<file path="config.mk">
export PLATFORM = sky130hd
export DESIGN_NAME = sdr_buffer
export DESIGN_NICKNAME = d
export VERILOG_FILES = /design/src/hdl/sdr_pkg.sv /design/src/hdl/sdr_buffer.sv
export SDC_FILE = /design/constraint.sdc
export NUM_CORES = 2
export LEC_CHECK = 0
export BUFFER_PORTS_ARGS = -buffer_cell sky130_fd_sc_hd__buf_2
export CORE_MARGIN = 3
export CORE_UTILIZATION = 30
export DETAILED_ROUTE_END_ITERATION = 10
export GPL_TIMING_DRIVEN = 0
export MAX_ROUTING_LAYER = met4
export SYNTH_ARGS = -nofsm -noshare
export SYNTH_HDL_FRONTEND = slang
export SYNTH_SLANG_ARGS = --single-unit
</file>
<file path="constraint.sdc">
create_clock -name clk -period 2.65 [get_ports clk]
set_input_delay 0.3975 -clock clk [delete_from_list [all_inputs] [get_ports clk]]
set_output_delay 0.3975 -clock clk [all_outputs]
set_load 0.02 [all_outputs]
</file>
<file path="src/hdl/sdr_pkg.sv">
// Shared types, constants and response tables for the SD SPI-mode responder.
package sdr_pkg;
	localparam int SECTOR_BYTES = 512;
	localparam int IDX_W = $clog2(SECTOR_BYTES);

	localparam logic [7:0] BYTE_IDLE = 8'hFF;
	localparam logic [7:0] TOKEN_START = 8'hFE;
	localparam logic [7:0] TOKEN_MULTI = 8'hFC;
	localparam logic [7:0] TOKEN_STOP = 8'hFD;
	localparam logic [7:0] STATUS_OK = 8'h05;
	localparam logic [7:0] STATUS_FAIL = 8'h00;

	localparam logic [6:0] CMD_GO_IDLE = 7'd0;
	localparam logic [6:0] CMD_IF_COND = 7'd8;
	localparam logic [6:0] CMD_STOP = 7'd12;
	localparam logic [6:0] CMD_BLOCKLEN = 7'd16;
	localparam logic [6:0] CMD_READ_ONE = 7'd17;
	localparam logic [6:0] CMD_READ_MANY = 7'd18;
	localparam logic [6:0] CMD_WRITE_ONE = 7'd24;
	localparam logic [6:0] CMD_WRITE_MANY = 7'd25;
	localparam logic [6:0] CMD_APP = 7'd55;
	localparam logic [6:0] CMD_READ_OCR = 7'd58;
	localparam logic [6:0] ACMD_OP_COND = 7'd41;

	localparam logic [0:0] REG_CARD_PRESENT = 1'd0;
	localparam logic [0:0] REG_HIGH_CAPACITY = 1'd1;

	typedef enum logic [11:0] {
		PH_IDLE = 12'b000000000001,
		PH_PARSE = 12'b000000000010,
		PH_R1_IDLE = 12'b000000000100,
		PH_CMD8 = 12'b000000001000,
		PH_CMD12 = 12'b000000010000,
		PH_R1_OK = 12'b000000100000,
		PH_OCR_HC = 12'b000001000000,
		PH_OCR_SC = 12'b000010000000,
		PH_RD_SINGLE = 12'b000100000000,
		PH_RD_MULTI = 12'b001000000000,
		PH_WR_FIRST = 12'b010000000000,
		PH_WR_BODY = 12'b100000000000
	} phase_t;

	typedef struct packed {
		logic func;
		logic [7:0] spi_in;
		logic transfer_start;
		logic [8:0] load_index;
		logic [7:0] load_byte;
		logic store_fail;
	} req_t;

	typedef struct packed {
		logic [7:0] spi_out;
		logic read_request;
		logic write_valid;
		logic [8:0] write_offset;
		logic [7:0] write_data;
		logic commit_request;
		logic [31:0] sector_number;
	} rsp_t;

	// Buffer access between the controller and the sector buffer.
	typedef struct packed {
		logic rd_en;
		logic [IDX_W-1:0] rd_addr;
		logic wr_en;
		logic [IDX_W-1:0] wr_addr;
		logic [7:0] wr_data;
	} buf_ctl_t;

	// Result fields not taken from the buffer, plus a select for the buffer byte.
	typedef struct packed {
		logic use_buf;
		rsp_t rsp;
	} pend_t;

	// Fixed response byte for a phase at a given position.
	function automatic logic [7:0] fixed_seq(phase_t ph, logic [2:0] i);
		logic [7:0] r;
		r = 8'h00;
		case (ph)
			PH_R1_IDLE: r = 8'h01;
			PH_CMD8: begin
				case (i)
					3'd0: r = 8'h01;
					3'd3: r = 8'h01;
					3'd4: r = 8'hAA;
					default: r = 8'h00;
				endcase
			end
			PH_CMD12: r = (i == 3'd0) ? 8'h01 : 8'hFF;
			PH_OCR_HC: r = (i == 3'd1) ? 8'h40 : 8'h00;
			default: r = 8'h00;
		endcase
		return r;
	endfunction

	function automatic logic [2:0] fixed_last(phase_t ph);
		logic [2:0] r;
		case (ph)
			PH_CMD8: r = 3'd4;
			PH_CMD12: r = 3'd7;
			PH_OCR_HC: r = 3'd4;
			PH_OCR_SC: r = 3'd4;
			default: r = 3'd0;
		endcase
		return r;
	endfunction
endpackage

</file>
<file path="src/hdl/sdr_buffer.sv">
// Sector buffer memory, one write and one registered read port.
module sdr_buffer (
	input logic clk,
	input sdr_pkg::buf_ctl_t ctl,
	output logic [7:0] rd_data
);
	import sdr_pkg::*;
	logic [7:0] mem [SECTOR_BYTES];

	always_ff @(posedge clk) begin
		if (ctl.wr_en) begin
			mem[ctl.wr_addr] <= ctl.wr_data;
		end
		if (ctl.rd_en) begin
			rd_data <= mem[ctl.rd_addr];
		end
	end
endmodule

</file>
; ---- After elaboration in Yosys (flattened, before gate mapping)
; Memories as Yosys holds them, arrays and structs flattened. A register that Yosys moved wholly into a read port is not among the register bits.
; Index checks and enable logic that the tools add are counted.
[word_totals]
mem_bits_ro = 0
input_bits = 29
regBits = 0
ramBits = 4096
out_inout_bits = 8
mem_count = 1
latch_bits = 0
[op_classes]
bitwise = 0
n_reduce_logical = 0
shift = 0
div_mod_pow = 0
addsub = 0
n_mux = 2
n_mul = 0
eq_ne = 0
n_lt_le_gt_ge = 0
[memory_table]
columns = memory, depth, word_bits, read_ports, rd_clocked_by_memory_dff, wr, line_no
row1 = mem, 512, 8, 1, 1, 1, sdr_buffer.sv:8  ; logic [7:0] mem [SECTOR_BYTES];
[op_table]
columns = operator, count
row1 = 1-bit two-way mux, 2

; ---- Logic depth before layout (Yosys ltp)
[logic_depth]
word_depth = 2
mapped_depth = 12
ltp_nobuf = 7

; ---- Worst setup path after synthesis
; Ideal clock, no wire load.
[synth_timing]
path_kind = input -> register
start = input ctl[18] (netlist name)
end = register rd_data[0] (read register of mem) (data pin)
required_ps = 2393
stages = 10
slack_ps = 141
t_arrival_ps = 2252
path_cell_list = buf_4 > buf_12 > buf_12 > buf_2 > mux4_2 > o21ai_0 > nand3_1 > nand4_1 > o21ai_0 > o2111a_1
[synth_lines]
columns = item, line_no
row1 = from (decl), sdr_buffer.sv:4  ; input sdr_pkg::buf_ctl_t ctl,
row2 = to (decl), sdr_buffer.sv:5  ; output logic [7:0] rd_data

==> run summary <==
Overflow left after global routing: 0
GRT Total Usage: 0.2208
Clk Latency, worst-skew pair: 1010 ps
Max-slew violation count: 0
Slew @ Worst Pin: 1392 ps
Top Ports: 37
Final std cells w/o fill: 16020
Cells after Synth: 8030
Starting Density: 0.3018
Largest net degree at the start of global routing: 155
Final worst path period share: 1.098
Register-to-register setup slack: -200 ps
Vias in the first global route: 88230
Number of iterations in the first detailed-routing pass: 11
Cell count after placement: 15150
Final RePlAce weighted congestion: 1.078
Relative area change from synthesis to final layout: 18.28%
Maximum clock skew at final layout: 35.44 ps
Total number of clock tree sinks: 4104
Leakage power summed over all cells: 59.13 nW
Crit path capture: rd_data[0]
Post-Synthesis Cell Area: 0.1600 mm2
Longest Clk Path Bufs: 4
Ratio of routed vias to standard cells: 5.777
Area used by sequential logic in the layout: 0.1232 mm2
WP data required: 3460 ps
Count of max-cap constraint violations: 0
Post-synth ARST share: 0
RR Startpoint: mem[419][1]
Most used flip-flop cell after synthesis: edfxtp_1
Final number of hold-violating endpoints: 0
TritonCTS Buffers: 409
Worst R2R End: rd_data[1]
Worst Path Arrival: 3720 ps
Antenna violations before repair: 77
Synthesized net count: 8059
Unrepaired setup endpoints after global routing: yes
Number of nets with antenna violations after detailed routing: 0
Average detailed-routed wire length per instance: 37.52 um
Core area: 0.5302 mm2
Run status: finished with violations
Layout fillers: 48110
Max transition margin: 0.07208
Multi-input gate area in the final layout: 0.03600 mm2
Die area: 0.5422 mm2
Clock tree from TritonCTS: yes
Most frequent cells in the layout: 4104 x edfxtp_1, 789 x mux2i_1, 654 x mux4_2
Post-synthesis cell type count: 50
Start-to-end type of the worst setup path: in2reg
IO Port Bufs: 32
CTS root buf: clkbuf_16
Most common library cell in the layout ignoring fill and taps: edfxtp_1
Fin area: 0.1893 mm2
Die outline width: 736.3 um
Number of cells on the worst reg-to-reg path: 5
Hold/Removal Path Class: in2reg
Overall die height: 736.3 um
Worst setup path startpoint: ctl[22]
Fmax achieved: 343.8 MHz
Total power density per cell area: 739.4 mW/mm2
Wire length of the first global-routing pass: 787200 um
Final critical path time including I/O delays and setup: 2909 ps
Detailed router's first-iteration violation count: 17510
Setup Viol. Count Final: 110
Violated checks: DRC, setup timing
Number of DRC violations after detailed routing: 51
Cell area reported after detailed placement: 0.1712 mm2
Final Routed Wirelength: 601000 um
EDFF count, synth: 4104
Kind of start point of the critical path: input port
H-tree depth: 5
Layout net count: 8644
Total number of yosys warnings: 0
Count of vias placed by the detailed router: 92540
Peak VDD IR: 622.1 uV
Clock transition at the register clock pins on the worst setup and hold paths after CTS: 60 ps
Crit. End Element: flop
Crit Path Max Fanout: 11
Cell Rows: 267
Sequential cell area fraction in the yosys report: 0.7702
Fraction of layout instances using a drive strength above 1: 0.2410
Final worst slack: -258.8 ps
Mean instance size in the synthesized netlist: 19.93 um2
Placed wire-length estimate after detailed placement: 423300 um
Yosys reg bits: 4104
cell type report:
type	count	area share
timing repair buffer	177	0.01464
buffer	510	0.02602
sequential	4104	0.6512
clock inverter	261	0.01448
antenna	73	0.0009652
tap	6994	0.04624
clock buffer	487	0.05619
multi-input combinational	3410	0.1902
inverter	3	0.00007933
state kept, by name, indices dropped and copies added, names as in the netlist:
register and flops:
mem 4096, rd_data 8
stage by stage:
step | setup TNS (ps) | utilization | hold WS, ps | setup slack, ps | total power, mW
finish | -6091 | 0.3570 | 44.98 | -258.8 | 139.9
global route | -337.2 | 0.3569 | 86.04 | -65.03 | 142.4
CTS | -71.89 | 0.3538 | 40.97 | -29.01 | 139.3
detailed placement | -1813230 | 0.3229 | 679.8 | -3474 | 81.36
global placement | - | 0.3186 | 722.6 | -6540 | 81.50
floorplan | 0 | - | 496.4 | 141.0 | 76.33
where the power goes:
group / leakage, nW / switching (mW) / internal (mW)
combinational: 15.7 / 6.88 / 2.75
clock: 6.51 / 25.2 / 33.6
sequential: 36.9 / 0.0229 / 71.5
total: 59.1 / 32.1 / 108
critical path, stage by stage:
cell and delay [ps]:
buf_4 350, inv_2 140, clkbuf_1 600, o221ai_2 340, a21oi_2 170, nor4_4 500, nand4_1 250, nor4_4 540
o2111a_2 410
metal layers:
metal / vias to the layer above / global-route usage / share of wire
li1: 34780 / - / -
met2: 7899 / 0.3128 / 0.43
met4: 0 / 0.1568 / 0.088
met5: - / - / 0
met1: 47920 / 0.2608 / 0.34
met3: 1933 / 0.07843 / 0.15
Yosys cell counts, types with 5 or more instances:
cell / instances / area, um2
a211oi_1: 17 / 127.6
a21oi_1: 194 / 970.9
a22o_1: 5 / 43.79
a22oi_1: 61 / 457.9
and2_1: 20 / 125.1
buf_1: 41 / 153.9
buf_12: 5 / 100.1
buf_2: 57 / 285.3
buf_4: 70 / 525.5
buf_6: 64 / 720.7
buf_8: 11 / 165.2
clkbuf_1: 265 / 994.7
edfxtp_1: 4104 / 123200
mux2i_1: 797 / 7978
mux4_2: 654 / 14730
nand2_1: 111 / 416.7
nand3_1: 36 / 180.2
nand4_1: 32 / 200.2
nor2_1: 597 / 2241
nor2b_1: 6 / 37.54
nor3_1: 109 / 545.5
nor3b_1: 8 / 60.06
nor4_1: 36 / 225.2
o2111a_1: 8 / 90.09
o21ai_0: 118 / 590.6
o221ai_1: 371 / 3249
o22ai_1: 163 / 1020
o311ai_0: 5 / 43.79
o31ai_1: 13 / 97.59
o41ai_1: 7 / 61.31
or3_1: 6 / 37.54
worst min path at each step:
stage / startpoint / end / slack (ps) / cells after the start
6_report: ctl[2] / mem[452][2] / 40 / 1
3_5_place_dp: ctl[1] / mem[449][1] / 680 / 1
5_1_grt: ctl[2] / mem[455][2] / 90 / 1
3_3_place_gp: ctl[27] / rd_data[0] / 720 / 1
4_1_cts: ctl[2] / mem[503][2] / 40 / 1
2_1_floorplan: ctl[0] / mem[0][0] / 500 / 0
timing repair:
| item | CTS | global route |
|---|---|---|
| hold buffers | 8 | 0 |
| resized for setup | 817 | 284 |
| endpoints found under the hold margin | 195 | 0 |
| buffers inserted | 3 | 44 |
| setup endpoints to repair | 45 | 13 |
| pin swaps | 47 | 60 |
logic make-up (layout without fill, tap and decap cells):
logic type             count (synthesis)  in the layout  share of synthesized area
DFF                                 4104           4104                     0.7702
muxes                               1451           1451                     0.1419
and+or+nand+nor                      980            980                    0.02630
AOI/OAI and AO/OA                    979            979                    0.04311
buffers and inverters                516           1438                    0.01848
other                                  0             73                          0
Power figures use the tool's default switching activity.
