### src/hdl/sdr_pkg.sv
// Shared types, constants and response tables for the SD SPI-mode responder.
package sdr_pkg;
	localparam int SECTOR_BYTES = 512;
	localparam int IDX_W = $clog2(SECTOR_BYTES);

	localparam logic [7:0] BYTE_IDLE = 8'hFF;
	localparam logic [7:0] TOKEN_START = 8'hFE;
	localparam logic [7:0] TOKEN_MULTI = 8'hFC;
	localparam logic [7:0] TOKEN_STOP = 8'hFD;
	localparam logic [7:0] STATUS_OK = 8'h05;
	localparam logic [7:0] STATUS_FAIL = 8'h00;

	localparam logic [6:0] CMD_GO_IDLE = 7'd0;
	localparam logic [6:0] CMD_IF_COND = 7'd8;
	localparam logic [6:0] CMD_STOP = 7'd12;
	localparam logic [6:0] CMD_BLOCKLEN = 7'd16;
	localparam logic [6:0] CMD_READ_ONE = 7'd17;
	localparam logic [6:0] CMD_READ_MANY = 7'd18;
	localparam logic [6:0] CMD_WRITE_ONE = 7'd24;
	localparam logic [6:0] CMD_WRITE_MANY = 7'd25;
	localparam logic [6:0] CMD_APP = 7'd55;
	localparam logic [6:0] CMD_READ_OCR = 7'd58;
	localparam logic [6:0] ACMD_OP_COND = 7'd41;

	localparam logic [0:0] REG_CARD_PRESENT = 1'd0;
	localparam logic [0:0] REG_HIGH_CAPACITY = 1'd1;

	typedef enum logic [11:0] {
		PH_IDLE = 12'b000000000001,
		PH_PARSE = 12'b000000000010,
		PH_R1_IDLE = 12'b000000000100,
		PH_CMD8 = 12'b000000001000,
		PH_CMD12 = 12'b000000010000,
		PH_R1_OK = 12'b000000100000,
		PH_OCR_HC = 12'b000001000000,
		PH_OCR_SC = 12'b000010000000,
		PH_RD_SINGLE = 12'b000100000000,
		PH_RD_MULTI = 12'b001000000000,
		PH_WR_FIRST = 12'b010000000000,
		PH_WR_BODY = 12'b100000000000
	} phase_t;

	typedef struct packed {
		logic func;
		logic [7:0] spi_in;
		logic transfer_start;
		logic [8:0] load_index;
		logic [7:0] load_byte;
		logic store_fail;
	} req_t;

	typedef struct packed {
		logic [7:0] spi_out;
		logic read_request;
		logic write_valid;
		logic [8:0] write_offset;
		logic [7:0] write_data;
		logic commit_request;
		logic [31:0] sector_number;
	} rsp_t;

	// Buffer access between the controller and the sector buffer.
	typedef struct packed {
		logic rd_en;
		logic [IDX_W-1:0] rd_addr;
		logic wr_en;
		logic [IDX_W-1:0] wr_addr;
		logic [7:0] wr_data;
	} buf_ctl_t;

	// Result fields not taken from the buffer, plus a select for the buffer byte.
	typedef struct packed {
		logic use_buf;
		rsp_t rsp;
	} pend_t;

	// Fixed response byte for a phase at a given position.
	function automatic logic [7:0] fixed_seq(phase_t ph, logic [2:0] i);
		logic [7:0] r;
		r = 8'h00;
		case (ph)
			PH_R1_IDLE: r = 8'h01;
			PH_CMD8: begin
				case (i)
					3'd0: r = 8'h01;
					3'd3: r = 8'h01;
					3'd4: r = 8'hAA;
					default: r = 8'h00;
				endcase
			end
			PH_CMD12: r = (i == 3'd0) ? 8'h01 : 8'hFF;
			PH_OCR_HC: r = (i == 3'd1) ? 8'h40 : 8'h00;
			default: r = 8'h00;
		endcase
		return r;
	endfunction

	function automatic logic [2:0] fixed_last(phase_t ph);
		logic [2:0] r;
		case (ph)
			PH_CMD8: r = 3'd4;
			PH_CMD12: r = 3'd7;
			PH_OCR_HC: r = 3'd4;
			PH_OCR_SC: r = 3'd4;
			default: r = 3'd0;
		endcase
		return r;
	endfunction
endpackage

### src/hdl/sdr_ctrl.sv
// Command parser and transfer sequencer: one request per cycle while fire is high.
module sdr_ctrl (
	input logic clk,
	input logic arst_n,
	input logic fire,
	input sdr_pkg::req_t req,
	input logic card_present,
	input logic high_capacity,
	output sdr_pkg::buf_ctl_t buf_ctl,
	output sdr_pkg::pend_t pend
);
	import sdr_pkg::*;

	phase_t phase_q, phase_d;
	logic [7:0] cmd_q [6];
	logic [7:0] cmd_d [6];
	logic [2:0] cnt_q, cnt_d;
	logic app_q, app_d;
	logic restart_q, restart_d;
	logic [31:0] sector_q, sector_d;
	logic [9:0] bi_q, bi_d;
	logic [2:0] ri_q, ri_d;
	logic multi_q, multi_d;
	logic [7:0] v;
	logic [7:0] cmd;
	logic [31:0] arg;
	logic [7:0] c [6];
	logic [2:0] last;
	logic [9:0] rd_off;

	assign v = req.spi_in;

	always_comb begin
		phase_d = phase_q;
		cmd_d = cmd_q;
		cnt_d = cnt_q;
		app_d = app_q;
		restart_d = restart_q;
		sector_d = sector_q;
		bi_d = bi_q;
		ri_d = ri_q;
		multi_d = multi_q;
		pend = '0;
		buf_ctl = '0;
		c = cmd_q;
		cmd = 8'd0;
		arg = 32'd0;
		last = 3'd0;
		rd_off = 10'd0;

		if (req.func) begin
			buf_ctl.wr_en = 1'b1;
			buf_ctl.wr_addr = req.load_index;
			buf_ctl.wr_data = req.load_byte;
		end else if (!card_present) begin
			pend.rsp.spi_out = BYTE_IDLE;
		end else if (req.transfer_start || restart_q || phase_q == PH_IDLE) begin
			restart_d = 1'b0;
			phase_d = PH_PARSE;
			cmd_d[0] = v;
			cnt_d = (v != BYTE_IDLE) ? 3'd1 : 3'd0;
			pend.rsp.spi_out = TOKEN_START;
		end else begin
			case (phase_q)
				PH_PARSE: begin
					pend.rsp.spi_out = TOKEN_START;
					if (cnt_q != 3'd0 || v != BYTE_IDLE) begin
						if (cnt_q < 3'd6) begin
							c[cnt_q] = v;
						end
						cnt_d = cnt_q + 3'd1;
					end
					cmd_d = c;
					if (cnt_d == 3'd6) begin
						cmd = c[0] & 8'hBF;
						arg = {c[1], c[2], c[3], c[4]};
						if (!high_capacity) begin
							arg = arg >> 9;
						end
						phase_d = PH_IDLE;
						ri_d = 3'd0;
						if (app_q) begin
							app_d = 1'b0;
							if (cmd == {1'b0, ACMD_OP_COND}) begin
								phase_d = PH_R1_OK;
							end
						end else begin
							case (cmd)
								{1'b0, CMD_GO_IDLE}: phase_d = PH_R1_IDLE;
								{1'b0, CMD_IF_COND}: if (high_capacity) phase_d = PH_CMD8;
								{1'b0, CMD_STOP}: phase_d = PH_CMD12;
								{1'b0, CMD_BLOCKLEN}: phase_d = PH_R1_OK;
								{1'b0, CMD_READ_ONE}: begin
									sector_d = arg;
									pend.rsp.read_request = 1'b1;
									pend.rsp.sector_number = arg;
									phase_d = PH_RD_SINGLE;
									bi_d = 10'd0;
								end
								{1'b0, CMD_READ_MANY}: begin
									sector_d = arg;
									phase_d = PH_RD_MULTI;
									bi_d = 10'd0;
								end
								{1'b0, CMD_WRITE_ONE}, {1'b0, CMD_WRITE_MANY}: begin
									sector_d = arg;
									multi_d = (cmd == {1'b0, CMD_WRITE_MANY});
									phase_d = PH_WR_FIRST;
									bi_d = 10'd0;
								end
								{1'b0, CMD_APP}: begin
									app_d = 1'b1;
									phase_d = PH_R1_OK;
								end
								{1'b0, CMD_READ_OCR}:
									phase_d = high_capacity ? PH_OCR_HC : PH_OCR_SC;
								default: phase_d = PH_IDLE;
							endcase
						end
					end
				end
				PH_R1_IDLE, PH_CMD8, PH_CMD12, PH_R1_OK, PH_OCR_HC, PH_OCR_SC: begin
					last = fixed_last(phase_q);
					pend.rsp.spi_out = fixed_seq(phase_q, (ri_q < last) ? ri_q : last);
					if (ri_q >= last) begin
						phase_d = PH_IDLE;
					end else begin
						ri_d = ri_q + 3'd1;
					end
				end
				PH_RD_SINGLE: begin
					if (bi_q >= 10'(SECTOR_BYTES + 3)) begin
						phase_d = PH_IDLE;
					end else begin
						bi_d = bi_q + 10'd1;
					end
					if (bi_q == 10'd1) begin
						pend.rsp.spi_out = TOKEN_START;
					end else if (bi_q >= 10'd2 && bi_q < 10'(SECTOR_BYTES + 2)) begin
						rd_off = bi_q - 10'd2;
						pend.use_buf = 1'b1;
					end
				end
				PH_RD_MULTI: begin
					if (bi_q == 10'd0) begin
						bi_d = 10'd1;
					end else if (bi_q == 10'd1) begin
						bi_d = 10'd2;
						pend.rsp.spi_out = BYTE_IDLE;
					end else if (bi_q == 10'd2) begin
						pend.rsp.spi_out = TOKEN_START;
						if (v != BYTE_IDLE) begin
							phase_d = PH_PARSE;
							cmd_d[0] = v;
							cnt_d = 3'd1;
						end else begin
							pend.rsp.read_request = 1'b1;
							pend.rsp.sector_number = sector_q;
							sector_d = sector_q + 32'd1;
							bi_d = 10'd3;
						end
					end else begin
						bi_d = (bi_q >= 10'(SECTOR_BYTES + 4)) ? 10'd2 : bi_q + 10'd1;
						if (bi_q < 10'(SECTOR_BYTES + 3)) begin
							rd_off = bi_q - 10'd3;
							pend.use_buf = 1'b1;
						end
					end
				end
				PH_WR_FIRST: begin
					phase_d = PH_WR_BODY;
					bi_d = 10'd0;
				end
				PH_WR_BODY: begin
					pend.rsp.spi_out = BYTE_IDLE;
					if (bi_q == 10'd0) begin
						if (multi_q) begin
							if (v == TOKEN_MULTI) begin
								bi_d = 10'd1;
							end else if (v == TOKEN_STOP) begin
								phase_d = PH_IDLE;
							end
						end else if (v == TOKEN_START) begin
							bi_d = 10'd1;
						end
					end else if (bi_q <= 10'(SECTOR_BYTES)) begin
						pend.rsp.write_valid = 1'b1;
						pend.rsp.write_offset = 9'(bi_q - 10'd1);
						pend.rsp.write_data = v;
						bi_d = bi_q + 10'd1;
					end else if (bi_q < 10'(SECTOR_BYTES + 3)) begin
						bi_d = bi_q + 10'd1;
					end else if (bi_q == 10'(SECTOR_BYTES + 3)) begin
						bi_d = bi_q + 10'd1;
						pend.rsp.commit_request = 1'b1;
						pend.rsp.sector_number = sector_q;
						pend.rsp.spi_out = req.store_fail ? STATUS_FAIL : STATUS_OK;
					end else begin
						pend.rsp.spi_out = 8'h01;
						if (multi_q) begin
							bi_d = 10'd0;
							sector_d = sector_q + 32'd1;
						end else begin
							phase_d = PH_IDLE;
						end
					end
				end
				default: begin
					phase_d = PH_PARSE;
					cmd_d[0] = v;
					cnt_d = (v != BYTE_IDLE) ? 3'd1 : 3'd0;
					pend.rsp.spi_out = TOKEN_START;
				end
			endcase
		end
		buf_ctl.rd_en = fire && pend.use_buf;
		buf_ctl.rd_addr = rd_off[IDX_W-1:0];
		buf_ctl.wr_en = fire && buf_ctl.wr_en;
	end

	always_ff @(posedge clk or negedge arst_n) begin
		if (!arst_n) begin
			phase_q <= PH_IDLE;
			for (int i = 0; i < 6; i++) cmd_q[i] <= 8'h00;
			cnt_q <= 3'd0;
			app_q <= 1'b0;
			restart_q <= 1'b1;
			sector_q <= 32'd0;
			bi_q <= 10'd0;
			ri_q <= 3'd0;
			multi_q <= 1'b0;
		end else if (fire) begin
			phase_q <= phase_d;
			cmd_q <= cmd_d;
			cnt_q <= cnt_d;
			app_q <= app_d;
			restart_q <= restart_d;
			sector_q <= sector_d;
			bi_q <= bi_d;
			ri_q <= ri_d;
			multi_q <= multi_d;
		end
	end
endmodule

### config.mk
export PLATFORM = sky130hd
export DESIGN_NAME = sdr_ctrl
export DESIGN_NICKNAME = d
export VERILOG_FILES = /design/src/hdl/sdr_pkg.sv /design/src/hdl/sdr_ctrl.sv
export SDC_FILE = /design/constraint.sdc
export NUM_CORES = 1
export LEC_CHECK = 0
export ABC_AREA = 1
export BUFFER_PORTS_ARGS = -buffer_cell sky130_fd_sc_hd__buf_4
export CORE_MARGIN = 5
export CORE_UTILIZATION = 55
export DETAILED_ROUTE_END_ITERATION = 8
export PLACE_DENSITY = 0.77
export SETUP_SLACK_MARGIN = 0.4
export SLEW_MARGIN = 5
export SYNTH_ARGS = -nofsm -noshare
export SYNTH_HDL_FRONTEND = slang
export SYNTH_SLANG_ARGS = --single-unit
### constraint.sdc
create_clock -name clk -period 4.55 [get_ports clk]
set_clock_uncertainty 0.1 [all_clocks]
set_input_delay 0.6825 -clock clk [delete_from_list [all_inputs] [get_ports clk]]
set_output_delay 0.6825 -clock clk [all_outputs]
set_load 0.01 [all_outputs]
Word level (Yosys, flattened, before mapping)
Cells that the tools add are included.
Widths: inputs -> output; s select.
{"block": "op_classes", "n_reduce_logical": 32, "eq_ne": 68, "n_addsub": 7, "bitwise_logic": 4, "magnitude_cmp": 11, "muxes": 150}
{"op": "$mux 32", "count": 20}
{"op": "$mux 48", "count": 6}
{"op": "$mux 12", "count": 17}
{"op": "$pmux 32 s3", "count": 2}
{"op": "$mux 10", "count": 18}
{"op": "$mux 8", "count": 15}
{"op": "$mux 52", "count": 2}
{"op": "$mux 33", "count": 3}
{"op": "$pmux 12 s8", "count": 1}
{"op": "$mux 9", "count": 10}
{"op": "$pmux 12 s6", "count": 1}
{"op": "$mux 61", "count": 1}
{"op": "$mux 3", "count": 19}
{"op": "$mux 51", "count": 1}
{"op": "$pmux 10 s5", "count": 1}
{"op": "$bwmux 48", "count": 1}
{"op": "$pmux 8 s5", "count": 1}
{"op": "$mux 18", "count": 2}
{"op": "$ne 4x4->1 const B", "count": 9}
{"op": "$eq 7x5->1 const B", "count": 5}
{"op": "$reduce_and 17->1", "count": 2}
{"op": "$add 32x1->32 const B", "count": 1}
{"op": "$pmux 8 s4", "count": 1}
{"op": "$ne 2x2->1 const B", "count": 14}
{"op": "73 further kinds", "count": 119}
{"block": "word_totals", "reg_bits": 111, "out_inout_bits": 89, "in_bits": 33}

Logic depth before layout (Yosys ltp)
Gate-level depths: netlist of the first run.
{"block": "logic_depth", "word_depth": 21, "ltp_mapped": 20, "depth_no_buf": 19}

Worst setup path before layout of the first run
Ideal clock, no wire load.
{"block": "synth_path", "path_kind": "reg-to-output", "from": "register phase_q[10]", "to": "output pend[55] (netlist bit)", "path_buffers": 1, "stages_incl_launch_ff": 14, "t_arrival_ps": 2621, "required_ps": 3768, "path_slack_ps": 1146, "cell_sequence": "dfrtp_1 -> nor2_1 -> nand2_1 -> nor2_1 -> nand2_2 -> nand2_2 -> nor3_2 -> ha_1 -> a21oi_1 -> nand2_1 -> o31ai_1 -> o211ai_1 -> a31oi_1 -> buf_4"}
{"element": "start, declared", "line_no": "sdr_ctrl.sv:14", "rtl": "phase_t phase_q, phase_d;"}
{"element": "start signal, assigned", "line_no": "sdr_ctrl.sv:233", "rtl": "phase_q <= phase_d;"}
{"element": "end, declared", "line_no": "sdr_ctrl.sv:10", "rtl": "output sdr_pkg::pend_t pend"}

==> load_flow_metrics.sql, run 1 <==
INSERT INTO impl_metrics (metric_group, metric, value, unit) VALUES
('floorplanning', 'die-height', '139', 'um'),
('timing', 'worst_hold_slack', '166', 'ps'),
('run', 'maxCapViolCount', '0', ''),
('yosys', 'synth_top_cell_area_share', '27.1', '%'),
('timing', 'max_freq', '254', 'MHz'),
('clocking', 'hold_buffers', '0', ''),
('yosys', 'netlist.top_cell.by_area', 'sky130_fd_sc_hd__dfrtp_1', ''),
('final_layout', 'areaGrowthSynthToFinish', '14.8', '%'),
('worst_setup_path', 'end_kind', 'output pin', ''),
('grt', 'grt.met1_usage', '37.3', '%'),
('routing', 'first_pass_iters', '6', ''),
('floorplanning', 'chipWidth', '139', 'um'),
('worst_setup_path', 'worstPathMaxFanout', '32', ''),
('grt', 'globalRouteMet2Util', '49.5', '%'),
('floorplanning', 'placement_rows', '47', ''),
('routing', 'detail-route-antenna-nets', '0', ''),
('clocking', 'cts.sink_count', '102', ''),
('worst_setup_path', 'required', '3770', 'ps'),
('place', 'place.detailed.hpwl', '21.8', 'mm'),
('grt', 'grt_pass1_wl', '47.4', 'mm'),
('power', 'pwr_total', '3920', 'uW'),
('grt', 'antenna_found_initial', '0', ''),
('routing', 'drt_drc_violations_left', '0', ''),
('routing', 'avgRoutedWirePerCell', '16.4', 'um'),
('routing', 'via_per_inst', '5.60', ''),
('worst_setup_path', 'cp_slowest_cell', 'sky130_fd_sc_hd__dfrtp_1', ''),
('timing', 'final.period_utilization', '86.5', '%'),
('place', 'place.detailed.instances', '1730', ''),
('clocking', 'worst_skew_pair.late_latency', '370', 'ps'),
('worst_setup_path', 'worst-setup-path-type', 'register to output pin', ''),
('power', 'max-vdd-ir-drop', '0.299', 'mV'),
('clocking', 'tritoncts_clock_tree', 'done', ''),
('yosys', 'synth_most_common_cell', 'sky130_fd_sc_hd__nand2_1', ''),
('yosys', 'synth_flop_cell', 'sky130_fd_sc_hd__dfrtp_1', ''),
('worst_setup_path', 'worst_ep_arrival_time', '3150', 'ps'),
('routing', 'num_vias', '9817', ''),
('run_status', 'run_status', 'finished clean', ''),
('power', 'pleak', '0.00514', 'uW'),
('yosys', 'synthArstFlopShare', '100', '%'),
('worst_setup_path', 'most_used_cell_along_the_critical_path', 'sky130_fd_sc_hd__nand2_1', ''),
('yosys', 'post_synth_inst_count', '1429', ''),
('grt', 'grt_pass1_vias', '9376', ''),
('place', 'io_buffer_count', '121', ''),
('grt', 'grt_busiest_layer', 'met2', ''),
('timing', 'setup_total_neg_slack', '0', 'ps'),
('routing', 'post_route_wl', '28.8', 'mm'),
('yosys', 'synth-edff-count', '0', ''),
('yosys', 'synthesis.area_per_instance', '6.45', 'um^2'),
('floorplanning', 'core_area', '0.0165', 'mm^2'),
('final_layout', 'num-fill-cells', '1571', ''),
('hold_path', 'timing.hold.worst.class', 'primary input to async pin', ''),
('floorplanning', 'io_pins', '122', ''),
('yosys', 'synth_sequential_area_ratio', '27.7', '%'),
('final_layout', 'final_cell_count_no_fill', '1754', ''),
('clocking', 'ctsHtreeMaxLevel', '3', ''),
('grt', 'global_route.usage.total', '29.5', '%'),
('yosys', 'synth.ff_latch_count', '102', ''),
('place', 'gpl.final_weighted_congestion', '0.994', ''),
('yosys', 'ys_top_cells_by_count', 'sky130_fd_sc_hd__nand2_1, sky130_fd_sc_hd__inv_1, sky130_fd_sc_hd__nor2_1', ''),
('floorplanning', 'dieArea', '0.0195', 'mm^2'),
('final_layout', 'final_layout_size_suffix_gt1_share', '18.6', '%'),
('yosys', 'synth_fp_nets', '1480', ''),
('worst_setup_path', 'cpPeakStageDelay', '460', 'ps'),
('timing', 'layout_min_cycle_time', '3940', 'ps'),
('final_layout', 'final_net_count', '1580', ''),
('grt', 'gr-total-overflow', '0', ''),
('floorplanning', 'initial_core_utilization', '55.8', '%'),
('timing', 'fin_max_slew_vios', '0', ''),
('timing', 'setup_viol', '0', ''),
('clocking', 'clock_path_buffers', '2', ''),
('clocking', 'clk_transition_reported_paths', '80', 'ps');
## per-layer routing
layer	wire length (um)	up-vias
met5	0	-
met4	1180	0
met3	1890	80
met2	13800	363
met1	11900	4531
li1	-	4843
## where the power goes
part	leakage [uW]	total [uW]	switching (uW)	internal, uW
Combinational	0.00363	1790	1210	579
Clock	0.000147	804	411	392
Sequential	0.00136	1320	223	1100
## through the flow
step	setup slack, ps	cell area, um^2	utilization, %
2_1_floorplan	1150	9220	-
3_3_place_gp	822	10200	61.7
3_5_place_dp	771	10200	61.7
4_1_cts	402	10500	63.4
5_1_grt	375	10600	64.0
6_report	614	10600	64.0
## logic make-up after synthesis
group / share of synthesized area, %
flops: 27.7
buf+inv: 10.3
compound gates: 18.2
fa+ha+maj: 2.44
simple gates: 36.2
mux: 1.19
xor+xnor: 3.99
## path summary, 6_finish.rpt
| kind | endpoint | cells after the start | slack [ps] | startpoint |
|---|---|---|---|---|
| min in group clk | cmd_q[9] | 2 | 380 | cmd_q[9] |
| min reg2reg | cmd_q[9] | 2 | 380 | cmd_q[9] |
| max in group asynchronous | sector_q[24] | 2 | 3230 | arst_n |
| min | bi_q[4] | 1 | 170 | arst_n |
| max reg2reg | sector_q[19] | 15 | 1260 | cnt_q[1] |
| max | pend[26] | 15 | 610 | bi_q[2] |
## cells in the final DEF (no fill, tap or decap), types with 5 or more instances in the layout
master / netlist / final
sky130_fd_sc_hd__dfrtp_1: 100 / 100
sky130_fd_sc_hd__a211oi_1: 6 / 6
sky130_fd_sc_hd__nor4_1: 7 / 7
sky130_fd_sc_hd__nand4_1: 28 / 28
sky130_fd_sc_hd__o21ai_2: 29 / 30
sky130_fd_sc_hd__nor2_4: 7 / 8
sky130_fd_sc_hd__xnor2_1: 8 / 8
sky130_fd_sc_hd__nand2_1: 398 / 397
sky130_fd_sc_hd__o21ai_1: 20 / 21
sky130_fd_sc_hd__clkbuf_16: 0 / 9
sky130_fd_sc_hd__nand2_2: 43 / 44
sky130_fd_sc_hd__inv_1: 152 / 150
sky130_fd_sc_hd__nor3_1: 33 / 33
sky130_fd_sc_hd__o21ai_0: 116 / 114
sky130_fd_sc_hd__nor2_1: 145 / 143
sky130_fd_sc_hd__ha_1: 18 / 18
sky130_fd_sc_hd__mux2i_1: 11 / 11
sky130_fd_sc_hd__o211ai_1: 9 / 9
sky130_fd_sc_hd__buf_4: 7 / 143
sky130_fd_sc_hd__a2bb2oi_1: 13 / 13
sky130_fd_sc_hd__inv_2: 12 / 13
sky130_fd_sc_hd__a21oi_1: 70 / 69
sky130_fd_sc_hd__o31ai_1: 6 / 5
sky130_fd_sc_hd__nand3_1: 62 / 62
sky130_fd_sc_hd__xor2_1: 34 / 34
sky130_fd_sc_hd__nor2_2: 9 / 10
sky130_fd_sc_hd__a31oi_1: 7 / 6
## final cells by class
type                       instances  area [um^2]  area share [%]
inverter                         167          638            6.03
multi-input combinational       1106         5750            54.3
clock buffer                       9          225            2.13
sequential                       102         2550            24.1
clock inverter                     7         68.8           0.650
tap                              220          275            2.60
timing repair buffer             143         1070            10.1
## flip-flops by register name, summed over array words and instances, names as in the netlist
| register | flops |
|---|---|
| app_q | 1 |
| bi_q | 10 |
| cmd_q | 39 |
| cnt_q | 3 |
| multi_q | 1 |
| phase_q | 12 |
| restart_q | 1 |
| ri_q | 3 |
| sector_q | 32 |
## critical path, delay by kind of cell (launching register included)
| family | cells | cell delay [ps] |
|---|---|---|
| flops | 1 | 460 |
| simple gates | 9 | 1280 |
| compound gates | 1 | 180 |
| buf+inv | 5 | 870 |
## repair_timing
action                                  in CTS  in global routing
gates resized for setup                      2                 13
pin swaps                                    0                  0
setup buffers                                0                  8
endpoints found under the setup margin       2                 41
Power figures use the tool's default switching activity.
==> run 2, diff against run 1 <==
--- a/config.mk
+++ b/config.mk
@@ -12,4 +12,5 @@
 export DETAILED_ROUTE_END_ITERATION = 8
 export PLACE_DENSITY = 0.77
+export RECOVER_POWER = 25
 export SETUP_SLACK_MARGIN = 0.4
 export SLEW_MARGIN = 5
==> constraint.sdc (replaced) <==
create_clock -name clk -period 4.55 [get_ports clk]
set_clock_uncertainty 0.1 [all_clocks]
set_input_delay 0.2275 -clock clk [delete_from_list [all_inputs] [get_ports clk]]
set_output_delay 0.2275 -clock clk [all_outputs]
set_load 0.01 [all_outputs]
==> run 2 against run 1 <==
  * The flow now finishes with violations (capacitance limit, slew limit)
  * Via count decreased by 0.80%
  * Critical path depth shrank 1
  * Sequential share of layout area rose by 0.39 points
  * Register-to-register slack lost 50 ps
  * First-iteration DRC count fell by 18%
  * Non-clock buffer count down 10
  * Clock power grew 1%
  * Routed wire length fell by 2.2%
  * Worst hold slack worse by 120 ps
  * Cell count shrank 0.57%
  * Critical path type unchanged
  * Critical endpoint is now pend[13]
  * Highest routed layer unchanged
==> load_flow_metrics.sql, run 2 (synthesized netlist as in run 1, its figures left out) <==
INSERT INTO impl_metrics (metric_group, metric, value, unit) VALUES
('worst_setup_path', 'cp_slowest_cell', 'sky130_fd_sc_hd__o21ai_0', ''),
('worst_setup_path', 'worst-setup-path-type', 'register to output pin', ''),
('grt', 'global_route.usage.total', '28.6', '%'),
('clocking', 'cts_inserted_buffers', '9', ''),
('final_layout', 'final_layout_size_suffix_gt1_share', '16.3', '%'),
('run', 'maxCapViolCount', '1', ''),
('timing', 'fin_max_slew_vios', '69', ''),
('grt', 'largest_net_degree_at_the_start_of_global_routing', '69', ''),
('worst_setup_path', 'crit_path_start_kind', 'register', ''),
('worst_setup_path', 'end_kind', 'output pin', ''),
('timing', 'max_freq', '269', 'MHz'),
('worst_setup_path', 'cpPeakStageDelay', '530', 'ps'),
('timing', 'final.period_utilization', '81.6', '%'),
('clocking', 'tritoncts_clock_tree', 'done', ''),
('clocking', 'clock_path_buffers', '2', ''),
('run_status', 'violated_checks', 'capacitance limit, slew limit', ''),
('run_status', 'run_status', 'complete, but fails checks', ''),
('final_layout', 'most_frequent_standard_cell_in_the_layout_excluding_fill_and_tap_cells', 'sky130_fd_sc_hd__nand2_1', ''),
('floorplanning', 'initial_core_utilization', '55.8', '%'),
('timing', 'report.final.hold_viol_count', '0', ''),
('clocking', 'clk_transition_reported_paths', '80', 'ps'),
('routing', 'num_vias', '9738', ''),
('power', 'max-vdd-ir-drop', '0.245', 'mV'),
('grt', 'grt_pass1_vias', '9111', ''),
('final_layout', 'areaGrowthSynthToFinish', '12.9', '%'),
('place', 'place.detailed.hpwl', '21.1', 'mm'),
('grt', 'grt_pass1_wl', '46.0', 'mm'),
('worst_setup_path', 'worst_path_dominant_cell_family', 'compound AO/OA/AOI/OAI gates', ''),
('timing', 'rsz_0062_raised_after_global_routing', 'no', ''),
('final_layout', 'reg.largest.list', 'cmd_q x39, sector_q x32, phase_q x12', ''),
('worst_setup_path', 'most_used_cell_along_the_critical_path', 'sky130_fd_sc_hd__inv_1', ''),
('timing', 'relative_slew_slack', '-22.4', '%'),
('routing', 'via_per_inst', '5.58', ''),
('routing', 'detail-route-antenna-nets', '0', ''),
('power', 'power_per_cell_area', '371', 'mW/mm^2'),
('floorplanning', 'die-height', '139', 'um'),
('floorplanning', 'placement_rows', '47', ''),
('routing', 'first_pass_iters', '5', ''),
('routing', 'avgRoutedWirePerCell', '16.2', 'um'),
('final_layout', 'final_net_count', '1570', ''),
('timing', 'setup_viol', '0', ''),
('worst_setup_path', 'cp.buffers_inverters', '5', ''),
('final_layout', 'num-fill-cells', '1634', ''),
('floorplanning', 'dieArea', '0.0195', 'mm^2'),
('routing', 'post_route_wl', '28.2', 'mm'),
('timing', 'layout_min_cycle_time', '3710', 'ps'),
('place', 'gpl.final_weighted_congestion', '0.965', ''),
('timing', 'setup_total_neg_slack', '0', 'ps'),
('timing', 'tightestPinTransition', '1840', 'ps'),
('routing', 'drt-initial-drc-count', '770', ''),
('hold_path', 'timing.hold.worst.class', 'primary input to register', ''),
('clocking', 'worst_skew_pair.late_latency', '370', 'ps'),
('floorplanning', 'chipWidth', '139', 'um'),
('final_layout', 'antennaDiodeCount', '0', ''),
('final_layout', 'number_of_flip_flops_in_the_largest_register', '39', ''),
('floorplanning', 'core_area', '0.0165', 'mm^2'),
('worst_setup_path', 'required', '4220', 'ps'),
('timing', 'worst_slack', '836', 'ps'),
('clocking', 'ctsHtreeMaxLevel', '3', ''),
('grt', 'antenna_found_initial', '0', ''),
('final_layout', 'max_flop_register', 'cmd_q', ''),
('power', 'pwr_total', '3870', 'uW'),
('place', 'io_buffer_count', '121', ''),
('final_layout', 'highest_count_cells_in_the_layout_ignoring_fill_and_taps', 'sky130_fd_sc_hd__nand2_1, sky130_fd_sc_hd__inv_1, sky130_fd_sc_hd__nor2_1', ''),
('worst_setup_path', 'cp_cell_sequence', 'inv_1 > ha_1 > inv_1 > nor2_4 > nand3_4 > nand2_1 > nor2_1 > buf_4 > o21ai_0 > inv_1 > o21ai_0 > a2bb2oi_1 > nor2_1 > buf_4', ''),
('grt', 'gr-total-overflow', '0', ''),
('place', 'placed_instance_area', '0.0101', 'mm^2'),
('final_layout', 'design_area', '0.0104', 'mm^2'),
('floorplanning', 'io_pins', '122', ''),
('worst_setup_path', 'worst_ep_arrival_time', '3390', 'ps'),
('place', 'dpl_worst_slack', '1050', 'ps'),
('routing', 'drt_drc_violations_left', '0', ''),
('worst_setup_path', 'worstPathMaxFanout', '16', ''),
('clocking', 'cts.sink_count', '102', ''),
('power', 'pleak', '0.00503', 'uW'),
('clocking', 'cts-root-buf', 'sky130_fd_sc_hd__clkbuf_16', '');
## run 2: area by class of cell
cell class,instances,area [um^2],share of cell area (%)
clock buffers,10,239,2.29
clock inverters,6,62.6,0.601
inverters,167,628,6.03
multi-input cells,1106,5730,55.0
flip-flops and latches,102,2550,24.5
well taps,220,275,2.64
repair buffers,133,931,8.94
## run 2: worst paths after layout
path                           start           end  slack, ps  depth (start not counted)
min in group asynchronous     arst_n       multi_q        790                          2
hold reg to reg            cmd_q[14]     cmd_q[14]        380                          2
setup / recovery            cnt_q[0]      pend[13]        840                         14
hold / removal               req[23]     cmd_q[44]         50                          3
setup reg to reg            cnt_q[0]  sector_q[29]       1210                         17
max in group asynchronous     arst_n    phase_q[0]       2170                          3
## run 2: report_power, final
part / leakage, uW / internal (uW) / switching (uW)
clock network: 0.000149 / 403 / 410
registers: 0.00136 / 1100 / 226
logic: 0.00352 / 543 / 1190
## run 2: metrics by stage
step           instances  util (%)  hold WS, ps
2_1_floorplan       1429         -         -168
3_3_place_gp        1722      61.3          330
3_5_place_dp        1722      61.3          315
4_1_cts             1739      63.2         46.0
5_1_grt             1744      63.0         57.3
6_report            1744      63.0         50.4
## run 2: worst min-delay path: stages
cell                       delay [ps]
sky130_fd_sc_hd__buf_4             90
sky130_fd_sc_hd__o211ai_1          80
sky130_fd_sc_hd__o21ai_1           70
## run 2: repair_timing
action / 4_1_cts / 5_1_grt
endpoints found under the setup margin: 0 / 18
endpoints found under the hold margin: 67 / 0
gates resized for setup: 0 / 2
hold buffers: 1 / 0
setup buffers: 0 / 5
## run 2: layer usage
| metal | track usage (%) | up-vias | share of wire [%] |
|---|---|---|---|
| met2 | 47.3 | 344 | 48 |
| met3 | 4.87 | 69 | 6.0 |
| met4 | 11.8 | 0 | 3.7 |
| li1 | - | 4827 | - |
| met1 | 37.2 | 4498 | 43 |
| met5 | 0 | - | 0 |
